### config.mk
export PLATFORM = sky130hd
export DESIGN_NAME = sorted_array_table_core
export DESIGN_NICKNAME = d
export VERILOG_FILES = /design/src/rtl/core/sat_pkg.sv /design/src/rtl/core/sat_ram.sv /design/src/rtl/core/sat_ctrl.sv /design/src/rtl/core/sat_datapath.sv /design/src/rtl/core/sorted_array_table_core.sv
export SDC_FILE = /design/constraint.sdc
export NUM_CORES = 1
export LEC_CHECK = 0
export BUFFER_PORTS_ARGS = -buffer_cell sky130_fd_sc_hd__buf_2
export CAP_MARGIN = 20
export CORE_ASPECT_RATIO = 1.75
export CORE_UTILIZATION = 35
export CTS_CLUSTER_SIZE = 40
export DETAILED_ROUTE_END_ITERATION = 8
export GPL_ROUTABILITY_DRIVEN = 0
export GPL_TIMING_DRIVEN = 0
export PLACE_DENSITY = 0.54
export SLEW_MARGIN = 20
export SYNTH_ARGS = -nofsm -noshare
export SYNTH_HDL_FRONTEND = slang
export SYNTH_HIERARCHICAL = 1
export SYNTH_SLANG_ARGS = --single-unit
### constraint.sdc
create_clock -name clk_i -period 6 [get_ports clk_i]
set_clock_uncertainty 0.1 [all_clocks]
set_input_delay 0.6 -clock clk_i [delete_from_list [all_inputs] [get_ports clk_i]]
set_output_delay 0.6 -clock clk_i [all_outputs]
set_load 0.02 [all_outputs]
### src/rtl/core/sat_pkg.sv
package sat_pkg;

  typedef enum logic [1:0] {
    CMD_INSERT = 2'd0,
    CMD_READ   = 2'd1,
    CMD_REMOVE = 2'd2,
    CMD_NONE   = 2'd3
  } cmd_e;

  typedef enum logic [1:0] {
    ST_DONE  = 2'd0,
    ST_FULL  = 2'd1,
    ST_RANGE = 2'd2
  } status_e;

  // Source of the next entry index.
  typedef enum logic [2:0] {
    IDX_HOLD,
    IDX_TOP,
    IDX_POS,
    IDX_POS_INC,
    IDX_INC,
    IDX_DEC,
    IDX_ZERO
  } idx_sel_e;

  // Write address and data selection.
  typedef enum logic [1:0] {
    WR_KEY,
    WR_UP,
    WR_DOWN
  } wr_sel_e;

  localparam int unsigned CfgWidth = 5;
  localparam logic [CfgWidth-1:0] CapacityReset = 5'd16;

  typedef struct packed {
    logic [1:0]  cmd;
    logic [31:0] key;
    logic [3:0]  position;
  } sat_req_t;

  typedef struct packed {
    logic [31:0] read_key;
    logic [4:0]  entry_count;
    logic [1:0]  status;
  } sat_rsp_t;

  typedef struct packed {
    logic     capture;
    idx_sel_e idx_sel;
    logic     rd_en;
    logic     wr_en;
    wr_sel_e  wr_sel;
    logic     cnt_inc;
    logic     cnt_dec;
    logic     set_status;
    status_e  status_val;
    logic     rkey_load;
    logic     rsp_load;
  } sat_ctl_t;

  typedef struct packed {
    logic [1:0] cmd;
    logic       full;
    logic       out_of_range;
    logic       count_zero;
    logic       idx_zero;
    logic       idx_at_last;
    logic       pos_at_last;
    logic       key_less;
    logic       out_free;
  } sat_stat_t;

endpackage

### src/rtl/core/sat_ram.sv
module sat_ram #(
  parameter int unsigned Width = 32,
  parameter int unsigned Depth = 16
) (
  input  logic                     clk_i,
  input  logic                     we_i,
  input  logic [$clog2(Depth)-1:0] waddr_i,
  input  logic [Width-1:0]         wdata_i,
  input  logic                     re_i,
  input  logic [$clog2(Depth)-1:0] raddr_i,
  output logic [Width-1:0]         rdata_o
);

  logic [Width-1:0] mem_q [Depth];
  logic [Width-1:0] rdata_q;

  always_ff @(posedge clk_i) begin
    if (we_i) begin
      mem_q[waddr_i] <= wdata_i;
    end
    if (re_i) begin
      rdata_q <= mem_q[raddr_i];
    end
  end

  assign rdata_o = rdata_q;

endmodule

### src/rtl/core/sat_ctrl.sv
module sat_ctrl (
  input  logic               clk_i,
  input  logic               rst_ni,
  input  logic               in_valid_i,
  output logic               in_stall_o,
  input  sat_pkg::sat_stat_t stat_i,
  output sat_pkg::sat_ctl_t  ctl_o
);
  import sat_pkg::*;

  typedef enum logic [6:0] {
    S_IDLE   = 7'b0000001,
    S_DECODE = 7'b0000010,
    S_SCAN   = 7'b0000100,
    S_PUT    = 7'b0001000,
    S_RWAIT  = 7'b0010000,
    S_RSHIFT = 7'b0100000,
    S_RESP   = 7'b1000000
  } state_e;

  state_e state_q, state_d;

  always_ff @(posedge clk_i or negedge rst_ni) begin
    if (!rst_ni) begin
      state_q <= S_IDLE;
    end else begin
      state_q <= state_d;
    end
  end

  always_comb begin
    state_d          = state_q;
    ctl_o            = '0;
    ctl_o.idx_sel    = IDX_HOLD;
    ctl_o.wr_sel     = WR_KEY;
    ctl_o.status_val = ST_DONE;
    case (state_q)
      S_IDLE: begin
        if (in_valid_i) begin
          ctl_o.capture = 1'b1;
          state_d       = S_DECODE;
        end
      end
      S_DECODE: begin
        case (stat_i.cmd)
          CMD_INSERT: begin
            if (stat_i.full) begin
              ctl_o.set_status = 1'b1;
              ctl_o.status_val = ST_FULL;
              state_d          = S_RESP;
            end else if (stat_i.count_zero) begin
              ctl_o.idx_sel = IDX_ZERO;
              state_d       = S_PUT;
            end else begin
              // Walk down from the top entry, moving keys no smaller than the new key up.
              ctl_o.idx_sel = IDX_TOP;
              ctl_o.rd_en   = 1'b1;
              state_d       = S_SCAN;
            end
          end
          CMD_READ: begin
            if (stat_i.out_of_range) begin
              ctl_o.set_status = 1'b1;
              ctl_o.status_val = ST_RANGE;
              state_d          = S_RESP;
            end else begin
              ctl_o.idx_sel = IDX_POS;
              ctl_o.rd_en   = 1'b1;
              state_d       = S_RWAIT;
            end
          end
          CMD_REMOVE: begin
            if (stat_i.out_of_range) begin
              ctl_o.set_status = 1'b1;
              ctl_o.status_val = ST_RANGE;
              state_d          = S_RESP;
            end else if (stat_i.pos_at_last) begin
              ctl_o.cnt_dec = 1'b1;
              state_d       = S_RESP;
            end else begin
              ctl_o.idx_sel = IDX_POS_INC;
              ctl_o.rd_en   = 1'b1;
              state_d       = S_RSHIFT;
            end
          end
          default: begin
            state_d = S_RESP;
          end
        endcase
      end
      S_SCAN: begin
        if (stat_i.key_less) begin
          // The new key belongs just above the entry just read.
          ctl_o.idx_sel = IDX_INC;
          state_d       = S_PUT;
        end else begin
          ctl_o.wr_en  = 1'b1;
          ctl_o.wr_sel = WR_UP;
          if (stat_i.idx_zero) begin
            state_d = S_PUT;
          end else begin
            ctl_o.idx_sel = IDX_DEC;
            ctl_o.rd_en   = 1'b1;
          end
        end
      end
      S_PUT: begin
        ctl_o.wr_en   = 1'b1;
        ctl_o.wr_sel  = WR_KEY;
        ctl_o.cnt_inc = 1'b1;
        state_d       = S_RESP;
      end
      S_RWAIT: begin
        ctl_o.rkey_load = 1'b1;
        state_d         = S_RESP;
      end
      S_RSHIFT: begin
        ctl_o.wr_en  = 1'b1;
        ctl_o.wr_sel = WR_DOWN;
        if (stat_i.idx_at_last) begin
          ctl_o.cnt_dec = 1'b1;
          state_d       = S_RESP;
        end else begin
          ctl_o.idx_sel = IDX_INC;
          ctl_o.rd_en   = 1'b1;
        end
      end
      S_RESP: begin
        if (stat_i.out_free) begin
          ctl_o.rsp_load = 1'b1;
          state_d        = S_IDLE;
        end
      end
      default: begin
        state_d = S_IDLE;
      end
    endcase
  end

  assign in_stall_o = (state_q != S_IDLE);

  // States that consume memory read data must follow a read issue.
  assert property (@(posedge clk_i) disable iff (!rst_ni)
    (state_q == S_SCAN || state_q == S_RWAIT || state_q == S_RSHIFT) |-> $past(ctl_o.rd_en))
    else $error("read data consumed without a preceding read");

  assert property (@(posedge clk_i) disable iff (!rst_ni)
    ctl_o.rsp_load |-> stat_i.out_free)
    else $error("response loaded over an unsent response");

  assert property (@(posedge clk_i) disable iff (!rst_ni)
    ctl_o.rsp_load |=> state_q == S_IDLE)
    else $error("controller did not return to idle after a response");

endmodule

### src/rtl/core/sat_datapath.sv
module sat_datapath #(
  parameter int unsigned DEPTH     = 16,
  parameter int unsigned KEY_WIDTH = 32
) (
  input  logic                             clk_i,
  input  logic                             rst_ni,
  input  sat_pkg::sat_req_t                req_i,
  input  sat_pkg::sat_ctl_t                ctl_i,
  output sat_pkg::sat_stat_t               stat_o,
  input  logic                             cfg_valid_i,
  input  logic [sat_pkg::CfgWidth-1:0]     cfg_data_i,
  output logic                             out_valid_o,
  input  logic                             out_stall_i,
  output sat_pkg::sat_rsp_t                out_rsp_o
);
  import sat_pkg::*;

  localparam int unsigned AW = $clog2(DEPTH);
  localparam int unsigned CW = $clog2(DEPTH + 1);
  localparam int unsigned PW = (CW > 4) ? CW : 4;
  localparam int unsigned LW = (CW > CfgWidth) ? CW : CfgWidth;

  sat_req_t              op_q;
  logic [CW-1:0]         cnt_q;
  logic [CfgWidth-1:0]   cap_q;
  logic [AW-1:0]         idx_q, idx_d;
  status_e               status_q;
  logic [31:0]           rkey_q;
  logic                  out_valid_q;
  sat_rsp_t              out_q;

  logic [KEY_WIDTH-1:0]  op_key;
  logic [KEY_WIDTH-1:0]  rdata;
  logic [KEY_WIDTH-1:0]  wdata;
  logic [AW-1:0]         waddr;
  logic [CW-1:0]         cnt_m1;
  logic                  full;
  logic                  out_free;

  assign op_key   = KEY_WIDTH'(op_q.key);
  assign cnt_m1   = cnt_q - CW'(1);
  assign full     = (cnt_q >= CW'(DEPTH)) || (LW'(cnt_q) >= LW'(cap_q));
  assign out_free = !out_valid_q || !out_stall_i;

  always_comb begin
    case (ctl_i.idx_sel)
      IDX_TOP:     idx_d = AW'(cnt_m1);
      IDX_POS:     idx_d = AW'(op_q.position);
      IDX_POS_INC: idx_d = AW'(op_q.position) + AW'(1);
      IDX_INC:     idx_d = idx_q + AW'(1);
      IDX_DEC:     idx_d = idx_q - AW'(1);
      IDX_ZERO:    idx_d = '0;
      default:     idx_d = idx_q;
    endcase
  end

  always_comb begin
    case (ctl_i.wr_sel)
      WR_UP: begin
        waddr = idx_q + AW'(1);
        wdata = rdata;
      end
      WR_DOWN: begin
        waddr = idx_q - AW'(1);
        wdata = rdata;
      end
      default: begin
        waddr = idx_q;
        wdata = op_key;
      end
    endcase
  end

  sat_ram #(
    .Width (KEY_WIDTH),
    .Depth (DEPTH)
  ) u_keys (
    .clk_i   (clk_i),
    .we_i    (ctl_i.wr_en),
    .waddr_i (waddr),
    .wdata_i (wdata),
    .re_i    (ctl_i.rd_en),
    .raddr_i (idx_d),
    .rdata_o (rdata)
  );

  always_ff @(posedge clk_i or negedge rst_ni) begin
    if (!rst_ni) begin
      cnt_q       <= '0;
      cap_q       <= CapacityReset;
      idx_q       <= '0;
      out_valid_q <= 1'b0;
    end else begin
      idx_q <= idx_d;
      if (cfg_valid_i) begin
        cap_q <= cfg_data_i;
      end
      if (ctl_i.cnt_inc) begin
        cnt_q <= cnt_q + CW'(1);
      end else if (ctl_i.cnt_dec) begin
        cnt_q <= cnt_m1;
      end
      if (ctl_i.rsp_load) begin
        out_valid_q <= 1'b1;
      end else if (!out_stall_i) begin
        out_valid_q <= 1'b0;
      end
    end
  end

  always_ff @(posedge clk_i) begin
    if (ctl_i.capture) begin
      op_q     <= req_i;
      status_q <= ST_DONE;
      rkey_q   <= '0;
    end else begin
      if (ctl_i.set_status) begin
        status_q <= ctl_i.status_val;
      end
      if (ctl_i.rkey_load) begin
        rkey_q <= 32'(rdata);
      end
    end
    if (ctl_i.rsp_load) begin
      out_q.read_key    <= rkey_q;
      out_q.entry_count <= 5'(cnt_q);
      out_q.status      <= status_q;
    end
  end

  assign stat_o.cmd          = op_q.cmd;
  assign stat_o.full         = full;
  assign stat_o.out_of_range = PW'(op_q.position) >= PW'(cnt_q);
  assign stat_o.count_zero   = (cnt_q == '0);
  assign stat_o.idx_zero     = (idx_q == '0);
  assign stat_o.idx_at_last  = (CW'(idx_q) == cnt_m1);
  assign stat_o.pos_at_last  = (PW'(op_q.position) == PW'(cnt_m1));
  assign stat_o.key_less     = (rdata < op_key);
  assign stat_o.out_free     = out_free;

  assign out_valid_o = out_valid_q;
  assign out_rsp_o   = out_q;

  assert property (@(posedge clk_i) disable iff (!rst_ni)
    cnt_q <= CW'(DEPTH))
    else $error("entry count beyond the store depth");

  assert property (@(posedge clk_i) disable iff (!rst_ni)
    ctl_i.cnt_inc |-> !full && CW'(waddr) <= cnt_q)
    else $error("insert committed into a full table or above the count");

  assert property (@(posedge clk_i) disable iff (!rst_ni)
    ctl_i.cnt_dec |-> cnt_q != '0)
    else $error("remove with an empty table");

endmodule

### src/rtl/core/sorted_array_table_core.sv
// Sorted key table: one request at a time, one response per request.
// Insert and remove shift the keys one entry a cycle through the single write
// port of the key memory. The next request is taken once the response has been
// loaded into the output register; an output stall can hold that back.
// Reset clears the count and sets the capacity limit to 16; keys are not cleared.
module sorted_array_table_core #(
  parameter int unsigned DEPTH     = 16,
  parameter int unsigned KEY_WIDTH = 32
) (
  input  logic                         clk_i,
  input  logic                         rst_ni,
  input  logic                         in_valid_i,
  output logic                         in_stall_o,
  input  sat_pkg::sat_req_t            in_req_i,
  output logic                         out_valid_o,
  input  logic                         out_stall_i,
  output sat_pkg::sat_rsp_t            out_rsp_o,
  input  logic                         cfg_valid_i,
  output logic                         cfg_ready_o,
  input  logic [sat_pkg::CfgWidth-1:0] cfg_data_i
);
  import sat_pkg::*;

  sat_ctl_t  ctl;
  sat_stat_t stat;

  // The limit register takes a write in any cycle.
  assign cfg_ready_o = 1'b1;

  sat_ctrl u_ctrl (
    .clk_i      (clk_i),
    .rst_ni     (rst_ni),
    .in_valid_i (in_valid_i),
    .in_stall_o (in_stall_o),
    .stat_i     (stat),
    .ctl_o      (ctl)
  );

  sat_datapath #(
    .DEPTH     (DEPTH),
    .KEY_WIDTH (KEY_WIDTH)
  ) u_datapath (
    .clk_i       (clk_i),
    .rst_ni      (rst_ni),
    .req_i       (in_req_i),
    .ctl_i       (ctl),
    .stat_o      (stat),
    .cfg_valid_i (cfg_valid_i && cfg_ready_o),
    .cfg_data_i  (cfg_data_i),
    .out_valid_o (out_valid_o),
    .out_stall_i (out_stall_i),
    .out_rsp_o   (out_rsp_o)
  );

endmodule

==> results.sh <==
export IMPL_status="finished, final reports clean"
export IMPL_nFillCells=6836
export IMPL_path_class="flop to flop"
export IMPL_holdPathStages=1
export IMPL_grt_total_usage_pct=18.1
export IMPL_cts_root_buffer="clkbuf_16"
export IMPL_syn_to_final_growth_pct=18.5
export IMPL_avgViaCountPerCell=5.23
export IMPL_ff2ff_setup_slack_ns=0.30
export IMPL_core_area_um2=76500
export IMPL_die_area_um2=78800
export IMPL_nNetsFinal=1772
export IMPL_fin_crit_ns=5.70
export IMPL_tns_ns=0
export IMPL_final_common_cell="edfxtp_1"
export IMPL_die_w_um=213
export IMPL_grt_first_pass_wirelength_mm=102
export IMPL_synth_top_area_cell="edfxtp_1"
export IMPL_ys_top_cells_by_area="edfxtp_1 (69%), mux4_2 (11%), dfxtp_1 (2.5%)"
export IMPL_synth_top_area_share_pct=68.7
export IMPL_yosys_warnings=6
export IMPL_io_buffer_count=87
export IMPL_hp_class="primary input to flop"
export IMPL_htreeDepth=3
export IMPL_synthCells=1463
export IMPL_antenna_found_initial=2
export IMPL_start_util_pct=35.5
export IMPL_place_ws_ns=-0.144
export IMPL_layout_drive_gt1_share_pct=28.3
export IMPL_p_per_area_nw_per_um2=439
export IMPL_final_cell_mix="edfxtp_1 (621), mux4_2 (129), buf_2 (101), clkbuf_16 (69), nand2_1 (69)"
export IMPL_antenna_left=0
export IMPL_dr_pass1_iters=5
export IMPL_cts_buffer_depth=3
export IMPL_place_detailed_instances=2622
export IMPL_syn_avg_cell_area_um2=18.6
export IMPL_syn_num_nets=1564
export IMPL_first_iter_violations=1455
export IMPL_finalHoldViolCount=0
export IMPL_ys_ff_latch=677
export IMPL_cts_buffers=66
export IMPL_max_freq_ghz=0.175
export IMPL_fin_ws_ns=0.296
export IMPL_dpl_hpwl_mm=47.4
export IMPL_rsz0062_at_grt="false"
export IMPL_stdcell_count=2741
export IMPL_p_leak_nw=10.9
export IMPL_clk_latency_ns=0.62
export IMPL_setup_viol=0
export IMPL_placed_cell_area_um2=29800
export IMPL_reg2reg_depth=17
export IMPL_die_h_um=370
export IMPL_synth_cell_types=70
export IMPL_synth_edff_count=621
export IMPL_cts_sinks=677
export IMPL_worstPathRequired_ns=6.20
export IMPL_drc_errors=0
export IMPL_antenna_cells=0
export IMPL_worstMarginPinSlew_ns=0.875
export IMPL_cts_tree="built"
export IMPL_ys_flop_type="edfxtp_1"
export IMPL_crit_path_end_kind="flop"
export IMPL_io_pins=90
export IMPL_grt_pass1_vias=14900
export IMPL_startpoint_type="flop"
export IMPL_gr_total_overflow=0
export IMPL_synth_area_um2=27200
export IMPL_period_share_pct=95.1
export IMPL_max_cap_violations=0
export IMPL_drt_wl_total_mm=69.6
export IMPL_grt_max_degree=23
export IMPL_clk_pin_slew_ns=0.07
export IMPL_stdcell_area_um2=32200
export IMPL_path_max_fanout=10
export IMPL_max_slew_margin_pct=40.9
export IMPL_async_reset_ff_share_pct=3.25
export IMPL_std_cell_rows=134
export IMPL_vias=14300
export IMPL_ir_worst_vdd_v=0.000185
export IMPL_worst_ep_arrival_time_ns=5.91
export IMPL_slew_violations=0
export IMPL_yosysSeqAreaShare_pct=73.2
export IMPL_routedWlPerCell_um=25.4
export IMPL_whs_ns=0.0538
## stage by stage
| stage | util (%) | total power [mW] |
|---|---|---|
| global route | 42.1 | 14.7 |
| global placement | 37.8 | 9.79 |
| CTS | 42.1 | 14.3 |
| floorplan | - | 8.52 |
| detailed placement | 39.0 | 9.91 |
| finish | 42.1 | 14.1 |
## worst max-delay path, cell delays in order (launching register included)
cell and delay [ns]:
edfxtp_1 0.49, ha_1 0.35, nand4_1 0.25, or4_1 0.61, o211ai_2 0.28, a21oi_1 0.21
nor2_1 0.21, inv_1 0.07, ha_1 0.44, clkbuf_1 0.43, o21ai_0 0.17, nand2_1 0.09
nand3_1 0.14, nand3b_1 0.47, nor3_4 0.44, buf_4 0.24, buf_4 0.20, buf_4 0.22
## layer usage
layer	vias to the layer above	routed length, µm	global-route usage, %
met2	423	37400	32.6
li1	6237	-	-
met5	-	13	0
met3	85	3210	2.48
met4	2	1280	5.13
met1	7584	27800	22.4
## what timing repair did
action / in CTS / in global routing
endpoints found under the setup margin: 63 / 39
buffers inserted: 0 / 0
pin swaps: 0 / 1
hold endpoints to repair: 20 / 0
resized for setup: 18 / 17
hold buffers: 1 / 0
## cells in the mapped netlist (5+ instances only)
library cell / n
a22oi_1: 65
nor2_1: 77
o21ai_0: 24
clkbuf_1: 26
a21oi_1: 23
mux2_2: 33
nand2_1: 69
buf_2: 17
nor2b_1: 8
nand3_1: 12
nand3b_1: 6
mux4_2: 129
buf_4: 19
ha_1: 53
mux2i_1: 37
dfrtp_1: 20
xnor2_1: 12
a21o_1: 7
nand4_1: 6
xor2_1: 5
dfxtp_1: 34
buf_1: 11
nor3_1: 13
inv_1: 59
edfxtp_1: 621
nand2b_1: 9
## cell type report
class                           instances  area [µm²]  area share, %
Buffer                                 74         448           1.39
Clock buffer                           85        1810           5.62
Clock inverter                         33         425           1.32
Inverter                               60         225          0.700
Multi-Input combinational cell        652        6820           21.2
Sequential cell                       677       19900           61.8
Tap cell                             1020        1280           3.97
Timing Repair Buffer                  140        1290           4.02
## sequential cells by signal (all words and copies together), names as in the netlist
| signal | flops |
|---|---|
| u_datapath/u_keys/mem_q | 512 |
| u_datapath/out_rsp_o | 39 |
| u_datapath/op_key | 32 |
| u_datapath/rkey_q | 32 |
| u_datapath/u_keys/rdata_o | 32 |
| u_ctrl/state_q | 7 |
| u_datapath/cap_q | 5 |
| u_datapath/cnt_q | 5 |
| u_datapath/idx_q | 4 |
| u_datapath/op_q | 4 |
| u_datapath/stat_o | 2 |
| u_datapath/status_q | 2 |
| u_datapath/out_valid_o | 1 |
## worst paths after layout
path	start	end
min reg2reg	u_datapath/status_q[0]	u_datapath/out_rsp_o[0]
max in group asynchronous	rst_ni	u_datapath/cnt_q[0]
max reg2reg	u_datapath/u_keys/rdata_o[15]	u_datapath/u_keys/mem_q[8][9]
max	u_datapath/u_keys/rdata_o[15]	u_datapath/u_keys/mem_q[8][9]
min in group asynchronous	rst_ni	u_datapath/cnt_q[2]
min	in_req_i[12]	u_datapath/op_key[8]
## where the power goes
group / switching [mW] / internal [mW] / leakage [nW]
clock: 1.77 / 2.57 / 1.10
combinational: 2.41 / 1.68 / 3.63
sequential: 0.109 / 5.58 / 6.16
total: 4.29 / 9.82 / 10.9
## cell families (layout without fill, tap and decap cells)
group,count (synthesis),count (layout),share of synthesized area (%)
adders and majority gates,53,53,2.44
AOI/OAI and AO/OA,157,157,4.04
DFF,677,677,73.2
xor gates and xnor gates,18,18,0.608
other,1,1,0.0138
and+or+nand+nor,224,224,4.04
buffers and inverters,134,392,2.22
muxes,199,199,13.4
(Power assumes the default switching activity.)
